==> config.mk <==
export PLATFORM = sky130hd
export DESIGN_NAME = heq_ctrl
export DESIGN_NICKNAME = d
export VERILOG_FILES = /design/src/hdl/heq_pkg.sv /design/src/hdl/heq_ctrl.sv
export VERILOG_INCLUDE_DIRS = /design/src /design/src/hdl
export SDC_FILE = /design/constraint.sdc
export NUM_CORES = 1
export LEC_CHECK = 0
export BUFFER_PORTS_ARGS = -buffer_cell sky130_fd_sc_hd__buf_2
export CORE_AREA = 2 2 39 41
export CTS_CLUSTER_SIZE = 30
export DETAILED_ROUTE_END_ITERATION = 10
export DIE_AREA = 0 0 41 43
export MAX_ROUTING_LAYER = met4
export PLACE_DENSITY = 0.66
export SKIP_CTS_REPAIR_TIMING = 1
export SLEW_MARGIN = 20
export SYNTH_ARGS = -nofsm -noshare
export SYNTH_HDL_FRONTEND = slang
export SYNTH_SLANG_ARGS = --single-unit
==> constraint.sdc <==
create_clock -name clk_i -period 3.3 [get_ports clk_i]
set_input_delay 0 -clock clk_i [delete_from_list [all_inputs] [get_ports clk_i]]
set_output_delay 0 -clock clk_i [all_outputs]
set_load 0.01 [all_outputs]
==> src/hdl/histogram_equalizer_defines.svh <==
// Assertion macros shared by the histogram equalizer RTL.
// Each macro expects clk_i and rst_ni in the scope where it is used.
`ifndef HISTOGRAM_EQUALIZER_DEFINES_SVH
`define HISTOGRAM_EQUALIZER_DEFINES_SVH

// A property checked on every rising clock edge outside reset.
`define HEQ_ASSERT(lbl, prop, msg) \
  lbl: assert property (@(posedge clk_i) disable iff (!rst_ni) prop) \
    else $error(msg);

// A condition that must hold in the cycle after a trigger.
`define HEQ_ASSERT_NEXT(lbl, ante, cons, msg) \
  `HEQ_ASSERT(lbl, (ante) |=> (cons), msg)

`endif

==> src/hdl/heq_pkg.sv <==
`timescale 1ns / 1ps

package heq_pkg;

  // Image geometry.
  localparam int LEVEL_COUNT     = 256;
  localparam int MAX_PIXELS_LOG2 = 24;

  // Field widths fixed by the interface.
  localparam int PIXEL_W  = 8;
  localparam int OPCODE_W = 2;
  localparam int OUT_W    = 8;
  localparam int SIZE_W   = 25;

  // Derived widths.
  localparam int LEVEL_BITS = $clog2(LEVEL_COUNT);
  localparam int BIN_W      = MAX_PIXELS_LOG2 + 1;
  localparam int CUM_W      = BIN_W + LEVEL_BITS;
  localparam int NUM_W      = SIZE_W + LEVEL_BITS + 1;
  localparam int DSH_W      = SIZE_W + LEVEL_BITS;
  localparam int WIDE_W     = CUM_W + SIZE_W;
  localparam int STEP_W     = $clog2(LEVEL_BITS + 1);

  // Scaling constant of the normalisation, twice the top level.
  localparam int TWO_MAX_LEVEL = 2 * (LEVEL_COUNT - 1);

  localparam logic [LEVEL_BITS-1:0] MAX_LEVEL     = LEVEL_BITS'(LEVEL_COUNT - 1);
  localparam logic [OUT_W-1:0]      MAX_LEVEL_OUT = OUT_W'(LEVEL_COUNT - 1);
  localparam logic [BIN_W-1:0]      BIN_MAX       = {BIN_W{1'b1}};

  // Configuration port.
  localparam int   APB_ADDR_W     = 3;
  localparam int   APB_DATA_W     = 32;
  localparam logic REG_IMAGE_SIZE = 1'b0;

  // Item operations.
  typedef enum logic [OPCODE_W-1:0] {
    OP_COUNT = 2'd0,
    OP_MAP   = 2'd1,
    OP_CLEAR = 2'd2
  } op_e;

  // Controller states.
  typedef enum logic [3:0] {
    ST_IDLE,
    ST_CNT_RD,
    ST_CNT_WR,
    ST_BLD_RD,
    ST_BLD_ACC,
    ST_BLD_NUM,
    ST_BLD_DIV,
    ST_BLD_WR,
    ST_MAP_RD,
    ST_MAP_OUT
  } state_e;

  // Commands from the controller to the datapath.
  typedef struct packed {
    logic lvl_load;
    logic hist_rd;
    logic rd_bld;
    logic hist_inc;
    logic hist_clr;
    logic bld_start;
    logic cum_acc;
    logic num_load;
    logic div_step;
    logic lut_wr;
    logic bld_next;
    logic lut_rd;
    logic out_load;
  } dp_cmd_t;

  // Status from the datapath to the controller.
  typedef struct packed {
    logic bld_last;
    logic div_last;
  } dp_sts_t;

  // Pixel to histogram level, clamped to the top level.
  function automatic logic [LEVEL_BITS-1:0] level_of(logic [PIXEL_W-1:0] pixel);
    logic [PIXEL_W+LEVEL_BITS-1:0] wide;
    wide = {{LEVEL_BITS{1'b0}}, pixel};
    if (wide > (PIXEL_W + LEVEL_BITS)'(LEVEL_COUNT - 1)) begin
      return MAX_LEVEL;
    end
    return wide[LEVEL_BITS-1:0];
  endfunction

endpackage

==> src/hdl/heq_ctrl.sv <==
`timescale 1ns / 1ps
`include "histogram_equalizer_defines.svh"

module heq_ctrl import heq_pkg::*; (
  input  logic                clk_i,
  input  logic                rst_ni,
  input  logic                in_valid_i,
  input  logic [OPCODE_W-1:0] in_opcode_i,
  output logic                in_ready_o,
  output logic                out_valid_o,
  input  logic                out_ready_i,
  output dp_cmd_t             cmd_o,
  input  dp_sts_t             sts_i
);

  state_e state_q, state_d;
  logic   tbl_ready_q, tbl_ready_d;
  logic   out_vld_q, out_vld_d;

  // State, table flag and output beat flag.
  always_ff @(posedge clk_i or negedge rst_ni) begin
    if (!rst_ni) begin
      state_q     <= ST_IDLE;
      tbl_ready_q <= 1'b0;
      out_vld_q   <= 1'b0;
    end else begin
      state_q     <= state_d;
      tbl_ready_q <= tbl_ready_d;
      out_vld_q   <= out_vld_d;
    end
  end

  // Next state and datapath commands.
  always_comb begin
    state_d     = state_q;
    tbl_ready_d = tbl_ready_q;
    cmd_o       = '0;
    in_ready_o  = 1'b0;
    case (state_q)
      ST_IDLE: begin
        in_ready_o = 1'b1;
        if (in_valid_i) begin
          cmd_o.lvl_load = 1'b1;
          case (op_e'(in_opcode_i))
            OP_COUNT: begin
              tbl_ready_d = 1'b0;
              state_d     = ST_CNT_RD;
            end
            OP_MAP: begin
              if (tbl_ready_q) begin
                state_d = ST_MAP_RD;
              end else begin
                cmd_o.bld_start = 1'b1;
                state_d         = ST_BLD_RD;
              end
            end
            OP_CLEAR: begin
              cmd_o.hist_clr = 1'b1;
              tbl_ready_d    = 1'b0;
            end
            default: begin
              state_d = ST_IDLE;
            end
          endcase
        end
      end
      ST_CNT_RD: begin
        cmd_o.hist_rd = 1'b1;
        state_d       = ST_CNT_WR;
      end
      ST_CNT_WR: begin
        cmd_o.hist_inc = 1'b1;
        state_d        = ST_IDLE;
      end
      ST_BLD_RD: begin
        cmd_o.hist_rd = 1'b1;
        cmd_o.rd_bld  = 1'b1;
        state_d       = ST_BLD_ACC;
      end
      ST_BLD_ACC: begin
        cmd_o.cum_acc = 1'b1;
        state_d       = ST_BLD_NUM;
      end
      ST_BLD_NUM: begin
        cmd_o.num_load = 1'b1;
        state_d        = ST_BLD_DIV;
      end
      ST_BLD_DIV: begin
        cmd_o.div_step = 1'b1;
        if (sts_i.div_last) begin
          state_d = ST_BLD_WR;
        end
      end
      ST_BLD_WR: begin
        cmd_o.lut_wr = 1'b1;
        if (sts_i.bld_last) begin
          tbl_ready_d = 1'b1;
          state_d     = ST_MAP_RD;
        end else begin
          cmd_o.bld_next = 1'b1;
          state_d        = ST_BLD_RD;
        end
      end
      ST_MAP_RD: begin
        cmd_o.lut_rd = 1'b1;
        state_d      = ST_MAP_OUT;
      end
      ST_MAP_OUT: begin
        if (!out_vld_q || out_ready_i) begin
          cmd_o.out_load = 1'b1;
          state_d        = ST_IDLE;
        end
      end
      default: begin
        state_d = ST_IDLE;
      end
    endcase
  end

  // The output beat stays until taken; a new result may replace it in the same cycle.
  always_comb begin
    if (cmd_o.out_load) begin
      out_vld_d = 1'b1;
    end else if (out_ready_i) begin
      out_vld_d = 1'b0;
    end else begin
      out_vld_d = out_vld_q;
    end
  end

  assign out_valid_o = out_vld_q;

  // A counted pixel always invalidates the table.
  `HEQ_ASSERT_NEXT(a_count_drops_table, in_valid_i && in_ready_o && (in_opcode_i == OP_COUNT), !tbl_ready_q, "table still marked ready after a count beat")
  // A build only starts from a stale table.
  `HEQ_ASSERT(a_build_on_stale, (state_q == ST_BLD_RD) |-> !tbl_ready_q, "table build while table is ready")
  // A result is only loaded into a free or draining output register.
  `HEQ_ASSERT(a_out_slot_free, cmd_o.out_load |-> (!out_vld_q || out_ready_i), "result overwrote a waiting output beat")
  // The table becomes ready only at the end of a build.
  `HEQ_ASSERT(a_ready_after_build, $rose(tbl_ready_q) |-> $past(state_q == ST_BLD_WR), "table marked ready outside a build")

endmodule

==> run summary, run 1 <==
The core occupancy in the finished layout was 0.450; the ratio of cells with drive above 1 in the final layout was 0.337. The y dimension of the die was 43 um; the quantity of I/O buffers inserted on ports was 22. In this run, distinct cell masters in the synthesized netlist total 25.

The max-slew violation count was 0; the floorplan die width was 41 um. In this run the static leakage power is 0.319 nW. Setup violations remaining at the end of the flow were counted as 0.

For this block, the initial DRC count from the detailed router was 3. Clock-pin slew was measured on the worst setup and hold paths at 0.05 ns. The layout filler cell count is 141. The first global-routing pass estimated 1880 um of wire. The flow ran to the end, and the final reports show no timing, DRC or antenna violations.

The critical path is of the reg2out type. The die covers 1760 um2. After synthesis, the mean cell area works out to 8.14 um2. Timing analysis after detailed placement gives a worst setup slack of 1.89 ns.

At the end of routability-driven placement, the weighted congestion stood at 0.880. The number of I/O pins is 23. The global router's overall resource usage is 0.161. The total nets after synthesis was 71. The run gives 0 as the total DRC errors in the routed layout. The worst max-slew margin expressed relative to the limit was 0.722. The startpoint type of the worst setup path is a register. The area of all sequential standard cells is 150 um2, and the endpoint required time on the critical path is 3.30 ns. The maximum fanout along the worst path is 14.

For the sum of net half-perimeters after detailed placement, the log shows 871 um. The total vias in the final route was 496. The worst setup path is captured at an output pin. The run gives 1.61 ns as the slack of the critical path. From synthesis to final layout, the design area changed by 21.5%.

By area the synthesized netlist is led by sky130_fd_sc_hd__dfrtp_1 29%, sky130_fd_sc_hd__nor2_1 6.6%, sky130_fd_sc_hd__nand2b_1 6.1%, sky130_fd_sc_hd__buf_4 5.9%, sky130_fd_sc_hd__nor3_1 4.9%. TritonCTS built the clock tree. For the number of buffers between clock root and the deepest sink, the log shows 2.

The classification of the worst-slack hold path was in2reg. The hold violation count in the final report was 0. The post-synthesis cell type with the largest combined area is sky130_fd_sc_hd__dfrtp_1.

Synthesis inferred 6 register bits. The logs give 0 for the final antenna-violating net count and 0 for the antenna cell count. Static timing analysis puts the maximum clock frequency at 0.592 GHz. Summing all multi-input logic gate instances after layout gives 303 um2. For the CTS H-tree depth, the log shows 1. The commonest register cell after synthesis was sky130_fd_sc_hd__dfrtp_1. The maximum number of pins on one net before global-route repair is 15. Total power density per cell area: 763 nW/um2. The clock sink count came out at 6. The logs give 14 for the total number of placement rows and 0 for the max-cap violation count. STA puts the critical path data arrival time at 1.69 ns. The logs give 1380 um2 for the standard cell core area and 0 for the number of warning messages in the yosys log. The average wire per cell in the routed design was 11.7 um. After the last flow step, the layout net total stands at 93. Clock latency on the worst-skew pair, taken at its later pin, is 0.25 ns. The logs give 513 um2 for the cell area after synthesis and 3 for the clock buffer count from CTS. For this run, the detailed router's first-pass iteration total came to 5. The total wirelength of the detailed-routed design is 1160 um, and the via density per instance is 5.01. The worst path needs 1.69 ns of the cycle, external delays included.

VDD sags by at most 0.289 mV. Worst-margin pin slew: 0.417 ns. The root buffer cell is sky130_fd_sc_hd__clkbuf_4. For the initial antenna violation count, the log shows 0. The fraction of the cycle the final worst path needs is 0.512, and the initial standard-cell utilization of the core is 0.371.

Setup repair after global routing left no endpoint under its margin. The sequential area share after synthesis is 0.293. For the final routed database, the setup TNS stands at 0 ns. The number of global-route vias before repair came out at 422.

The number of standard cells after synthesis came out at 63. The async set or reset register ratio after synthesis was 1.00. For the final database, setup skew stands at 0.00693 ns.

The synthesized design contains 0 enable-type register cells. After global routing the overflow that remains totals 0. Portion of synthesized cell area occupied by the leading cell type: 0.293.
==> per-layer routing <==
metal,global-route usage,part of all wire,up-vias
met3,0.0157,0.053,0
met1,0.224,0.47,221
met5,-,0,-
li1,-,-,259
met2,0.216,0.48,16
met4,0.100,0,0
==> per-stage QoR <==
stage               area, um2  instances  total power, mW  hold WS (ns)
floorplan                 513         63            0.363        -0.296
global placement          591         95            0.408        -0.175
detailed placement        591         95            0.406        -0.170
CTS                       613         98            0.479        -0.436
global route              623         99            0.521        0.0620
finish                    623         99            0.475        0.0471
==> where the power goes <==
group	total, mW	internal, mW	switching, mW
Combinational	0.242	0.118	0.125
Sequential	0.165	0.0969	0.0680
Clock	0.0682	0.0412	0.0270
Total	0.475	0.256	0.220
==> cell usage after synthesis, types with 2 or more instances <==
| master | instances |
|---|---|
| sky130_fd_sc_hd__buf_6 | 2 |
| sky130_fd_sc_hd__nand2_1 | 5 |
| sky130_fd_sc_hd__a211oi_1 | 3 |
| sky130_fd_sc_hd__a21oi_1 | 4 |
| sky130_fd_sc_hd__nor3b_1 | 3 |
| sky130_fd_sc_hd__dfrtp_1 | 6 |
| sky130_fd_sc_hd__buf_4 | 4 |
| sky130_fd_sc_hd__nor3_1 | 5 |
| sky130_fd_sc_hd__a31oi_1 | 2 |
| sky130_fd_sc_hd__nor2_1 | 9 |
| sky130_fd_sc_hd__nand2b_1 | 5 |
| sky130_fd_sc_hd__inv_1 | 2 |
==> layout by cell type, fill, tap and decap left out, types with 2 or more instances in the layout <==
cell type and n:
sky130_fd_sc_hd__a211oi_1 3, sky130_fd_sc_hd__a21oi_1 4, sky130_fd_sc_hd__a31oi_1 2, sky130_fd_sc_hd__buf_2 22, sky130_fd_sc_hd__clkbuf_4 3, sky130_fd_sc_hd__dfrtp_1 6
sky130_fd_sc_hd__inv_1 2, sky130_fd_sc_hd__nand2_1 5, sky130_fd_sc_hd__nand2b_1 5, sky130_fd_sc_hd__nor2_1 9, sky130_fd_sc_hd__nor3_1 5, sky130_fd_sc_hd__nor3b_1 3
==> worst paths after layout <==
| path | cells past startpoint | endpoint | start | slack (ns) |
|---|---|---|---|---|
| hold reg to reg | 2 | out_valid_o | out_valid_o | 0.55 |
| hold / removal | 3 | state_q[3] | in_opcode_i[0] | 0.05 |
| max in group asynchronous | 2 | state_q[2] | rst_ni | 3.05 |
| min in group asynchronous | 2 | tbl_ready_q | rst_ni | 0.10 |
| setup / recovery | 4 | cmd_o[7] | state_q[0] | 1.61 |
| setup reg to reg | 4 | state_q[1] | state_q[0] | 1.89 |
==> worst max-delay path: stages (launching register included) <==
cell	delay [ns]
sky130_fd_sc_hd__dfrtp_1	0.52
sky130_fd_sc_hd__nor4_4	0.38
sky130_fd_sc_hd__and2b_2	0.22
sky130_fd_sc_hd__and4_1	0.19
sky130_fd_sc_hd__buf_2	0.13
==> cell type report <==
| cell class | instances | share of cell area |
|---|---|---|
| multi-input combinational | 49 | 0.486 |
| sequential | 6 | 0.241 |
| timing repair buffer | 23 | 0.193 |
| clock buffer | 3 | 0.0361 |
| tap | 16 | 0.0321 |
| inverter | 2 | 0.0120 |
==> logic make-up after synthesis <==
| group | after synthesis | synth area share |
|---|---|---|
| AND/OR/NAND/NOR | 35 | 0.400 |
| XOR/XNOR | 1 | 0.0171 |
| flip-flops | 6 | 0.293 |
| buffers and inverters | 8 | 0.117 |
| AO/OA/AOI/OAI | 13 | 0.173 |
==> flip-flops by register name, summed over array words and instances, names as in the netlist <==
register / cells
out_valid_o: 1
state_q: 4
tbl_ready_q: 1
Note: power is estimated with default switching activity, not from simulation.
==> run 2: changes to the inputs <==
--- a/config.mk
+++ b/config.mk
@@ -6,13 +6,14 @@
 export SDC_FILE = /design/constraint.sdc
 export NUM_CORES = 1
 export LEC_CHECK = 0
+export ABC_AREA = 1
 export BUFFER_PORTS_ARGS = -buffer_cell sky130_fd_sc_hd__buf_2
 export CORE_AREA = 2 2 39 41
 export CTS_CLUSTER_SIZE = 30
 export DETAILED_ROUTE_END_ITERATION = 10
 export DIE_AREA = 0 0 41 43
 export MAX_ROUTING_LAYER = met4
-export PLACE_DENSITY = 0.66
+export PLACE_DENSITY = 0.67
 export SKIP_CTS_REPAIR_TIMING = 1
 export SLEW_MARGIN = 20
 export SYNTH_ARGS = -nofsm -noshare
==> constraint.sdc (replaced) <==
create_clock -name clk_i -period 1.4 [get_ports clk_i]
set_input_delay 0 -clock clk_i [delete_from_list [all_inputs] [get_ports clk_i]]
set_output_delay 0 -clock clk_i [all_outputs]
set_load 0.01 [all_outputs]
==> run 2 against run 1 <==
Non-clock buffer count up 1. Worst setup slack worse by 1.5 ns. Largest power group unchanged. Register-to-register slack lost 1.7 ns. Die area stayed put. Synthesized area shrank 4.1%. Utilization grew 2.6 points. Critical path type unchanged. Critical endpoint unchanged. First-iteration DRC count is 100% higher. Final area rose by 5.8%. Flip-flop and latch count unchanged.
==> run summary, run 2 <==
The final period demand of the worst path came out at 1.30 ns. Counting instances in the post-synthesis netlist gives the leading cell types as 23 x sky130_fd_sc_hd__nor2_1, 19 x sky130_fd_sc_hd__nand2_1, 13 x sky130_fd_sc_hd__inv_1. The run gives 0 as the initial antenna violation count. Wires add up to 1150 um. The maximum number of pins on one net before global-route repair was 7; the number of I/O pins was 23. The endpoint identified for the worst register-to-register timing path is state_q[0].

In the layout the commonest cells are 22 x sky130_fd_sc_hd__nor2_1, 22 x sky130_fd_sc_hd__buf_2, 19 x sky130_fd_sc_hd__nand2_1. Timing analysis after detailed placement gives a worst setup slack of 0.186 ns. In this run the worst path has a maximum fanout of 4. The worst hold path belongs to the class in2reg.

Worst flop-to-flop path startpoint: state_q[0]. Static timing analysis puts the maximum clock frequency at 0.770 GHz. Port buffering added 22 buffers.

After detailed routing, the average wire length per cell comes to 9.18 um. The number of cell instances on the worst register-to-register path works out to 7. The clock-pin slew of the registers on the worst-case setup and hold paths came out at 0.04 ns. Once detail routing completed, the nets flagged for antenna violations numbered 0.

The flow ran to the end, and the final reports show no timing, DRC or antenna violations. Number of global-route vias before repair: 495. Floorplan die width: 41 um. The count of flip-flops with a built-in enable after synthesis was 0. The clock buffer count from CTS is 3.

The tree built by TritonCTS fans out to 6 sinks. Summed over all cells, the static leakage comes to 0.423 nW. Excluding fillers, the count of instances in the completed layout stands at 125. The synthesized netlist contains 16 unique library cells. Worst max-slew margin expressed relative to the limit: 0.836. The met3 capacity usage during global routing is 0.0314, and the fraction of the cycle the final worst path needs is 0.927. The final estimated routing congestion in global placement is 0.858, and the total DRC errors in the routed layout is 0.

Summed over all instances, the cell type with the most area after synthesis is sky130_fd_sc_hd__dfrtp_1. The register name with the most flops is state_q. The max-slew violation count is 0, and the max-cap violation count is 0. In this run the register-to-register setup slack is 0.20 ns.

The met2 capacity usage during global routing was 0.231; the count of nets after finishing was 119. The met1 routing resource usage after global routing is 0.191, and the number of flip-flops in the largest register is 4. Root buffer cell: sky130_fd_sc_hd__clkbuf_4. For the worst-skew pair, the clock arrives at the later sink with an insertion delay of 0.23 ns. Total power density per cell area: 1600 nW/um2.

The tools report the global router's overall resource usage as 0.155. After detailed placement, the design holds a cell count of 120. The total number of placement rows was 14; the worst IR drop on VDD was 0.729 mV.

During synthesis, Yosys emitted a total of 0 warnings. Using the TritonRoute via totals, the vias-per-cell ratio works out to 4.48. Async set or reset register ratio after synthesis: 1.00. The tools report the CTS H-tree depth as 1. The worst setup path is launched from a register. The layer flagged by global routing as most heavily used is met2. From bottom edge to top edge, the die measures 43 um.

The first global-routing pass estimated 1810 um of wire. In the synthesized netlist the dominant register cell turns out to be sky130_fd_sc_hd__dfrtp_1. The first TritonRoute pass finished after 2 iterations.

The worst path meets setup with 0.102 ns of slack. The floorplan step defined a die boundary enclosing 1760 um2. The cell area after synthesis is 492 um2, and the number of standard cells after synthesis is 84. The number of nets handed over by synthesis was 92.

After synthesis, the mean cell area works out to 5.85 um2. For the sequential area share after synthesis, the log shows 0.305. The core region is 1380 um2. TritonCTS built the clock tree. Startpoint of the lowest-slack hold path: sts_i[0]. Most common cell in the netlist: sky130_fd_sc_hd__nor2_1.

The run gives 0 as the hold violation count in the final report. For hold timing, the worst endpoint is state_q[1]. 0 antenna diodes ended up in the layout.

The tools report the endpoint required time on the critical path as 1.40 ns. The violation count after the first detailed-route iteration is 6. The number of cells on the worst hold path came out at 4. Relative to the synthesized area, the layout overhead comes to 34.1%. By startpoint and endpoint, the worst setup path is classified as reg2out.

The number of storage elements in the synthesis netlist is 6, and the initial standard-cell utilization of the core is 0.355. Summed over all layers, the global routing overflow is 0. The worst setup path is captured at an output pin.

Yosys attributes the largest share of cell area to sky130_fd_sc_hd__dfrtp_1 31%, sky130_fd_sc_hd__nor2_1 18%, sky130_fd_sc_hd__nand2_1 15%, sky130_fd_sc_hd__inv_1 9.9%, sky130_fd_sc_hd__nand3_1 6.1%. The final setup violation count was 0. The portion of synthesized cell area occupied by the leading cell type was 0.305. Ratio of cells with drive above 1 in the final layout: 0.321. The number of buffers between clock root and the deepest sink is 2, and the worst-margin pin slew is 0.245 ns.

Detailed placement ended at an HPWL of 930 um. The final clock skew came out at 0.00105 ns. After layout, the design draws a total of 1.06 mW. The final route contains 560 vias. The tools report the data arrival time of the worst path as 1.30 ns. Setup repair after global routing could not meet its margin everywhere.
==> run 2: changes by cell type in the layout (fill, tap and decap cells not counted), moves of 3 or more <==
cell and change:
sky130_fd_sc_hd__inv_1 +11, sky130_fd_sc_hd__nand3_1 +5, sky130_fd_sc_hd__nor3_1 -3, sky130_fd_sc_hd__nand2_1 +14, sky130_fd_sc_hd__nand2_2 +3, sky130_fd_sc_hd__a211oi_1 -3, sky130_fd_sc_hd__nand2b_1 -5, sky130_fd_sc_hd__nor2_1 +13
sky130_fd_sc_hd__nor3b_1 -3
==> run 2: area by class of cell <==
class                           instances  area [um2]
Tap cell                               16        20.0
Timing Repair Buffer                   24         130
Sequential cell                         6         153
Multi-Input combinational cell         61         278
Fill cell                             140         724
Inverter                               15        56.3
Clock buffer                            3        22.5
==> run 2: metrics by stage <==
stage | hold WS, ns | utilization | area (um2) | TNS (ns)
final | 0.0706 | 0.476 | 659 | 0
after global routing | 0.0851 | 0.476 | 659 | -0.0204
after CTS | -0.427 | 0.455 | 629 | 0
after detailed placement | -0.175 | 0.439 | 607 | 0
after global placement | -0.175 | 0.439 | 607 | 0
after floorplan | -0.296 | - | 492 | 0
==> run 2: routing by layer <==
layer	share of wire	wire length (um)
met1	0.47	542
met2	0.49	562
met3	0.037	42
met4	0	0
met5	0	0
==> run 2: critical path, stage by stage (launching register included) <==
cell                      delay, ns
sky130_fd_sc_hd__dfrtp_1       0.41
sky130_fd_sc_hd__nor2_2        0.19
sky130_fd_sc_hd__nand2_2       0.11
sky130_fd_sc_hd__inv_2         0.08
sky130_fd_sc_hd__nand2_1       0.07
sky130_fd_sc_hd__nor2_1        0.08
sky130_fd_sc_hd__buf_2         0.13
==> run 2: worst max-delay path by stage <==
stage / startpoint / endpoint / slack, ns
final: state_q[2] / cmd_o[7] / 0.10
after global routing: state_q[2] / cmd_o[7] / -0.02
after CTS: state_q[0] / cmd_o[7] / 0.003
after detailed placement: state_q[0] / state_q[3] / 0.19
after global placement: state_q[0] / state_q[0] / 0.18
after floorplan: state_q[0] / state_q[3] / 0.31
==> run 2: kinds of logic (layout without fill, tap and decap cells) <==
family | Yosys count | after routing | synth area share
AND/OR/NAND/NOR | 57 | 57 | 0.504
buffers and inverters | 17 | 42 | 0.145
flip-flops | 6 | 6 | 0.305
AO/OA/AOI/OAI | 4 | 4 | 0.0458
==> run 2: report_power, final <==
group	internal [mW]	switching [mW]	total (mW)
Combinational	0.222	0.379	0.601
Clock	0.0963	0.0531	0.149
Sequential	0.229	0.0759	0.304
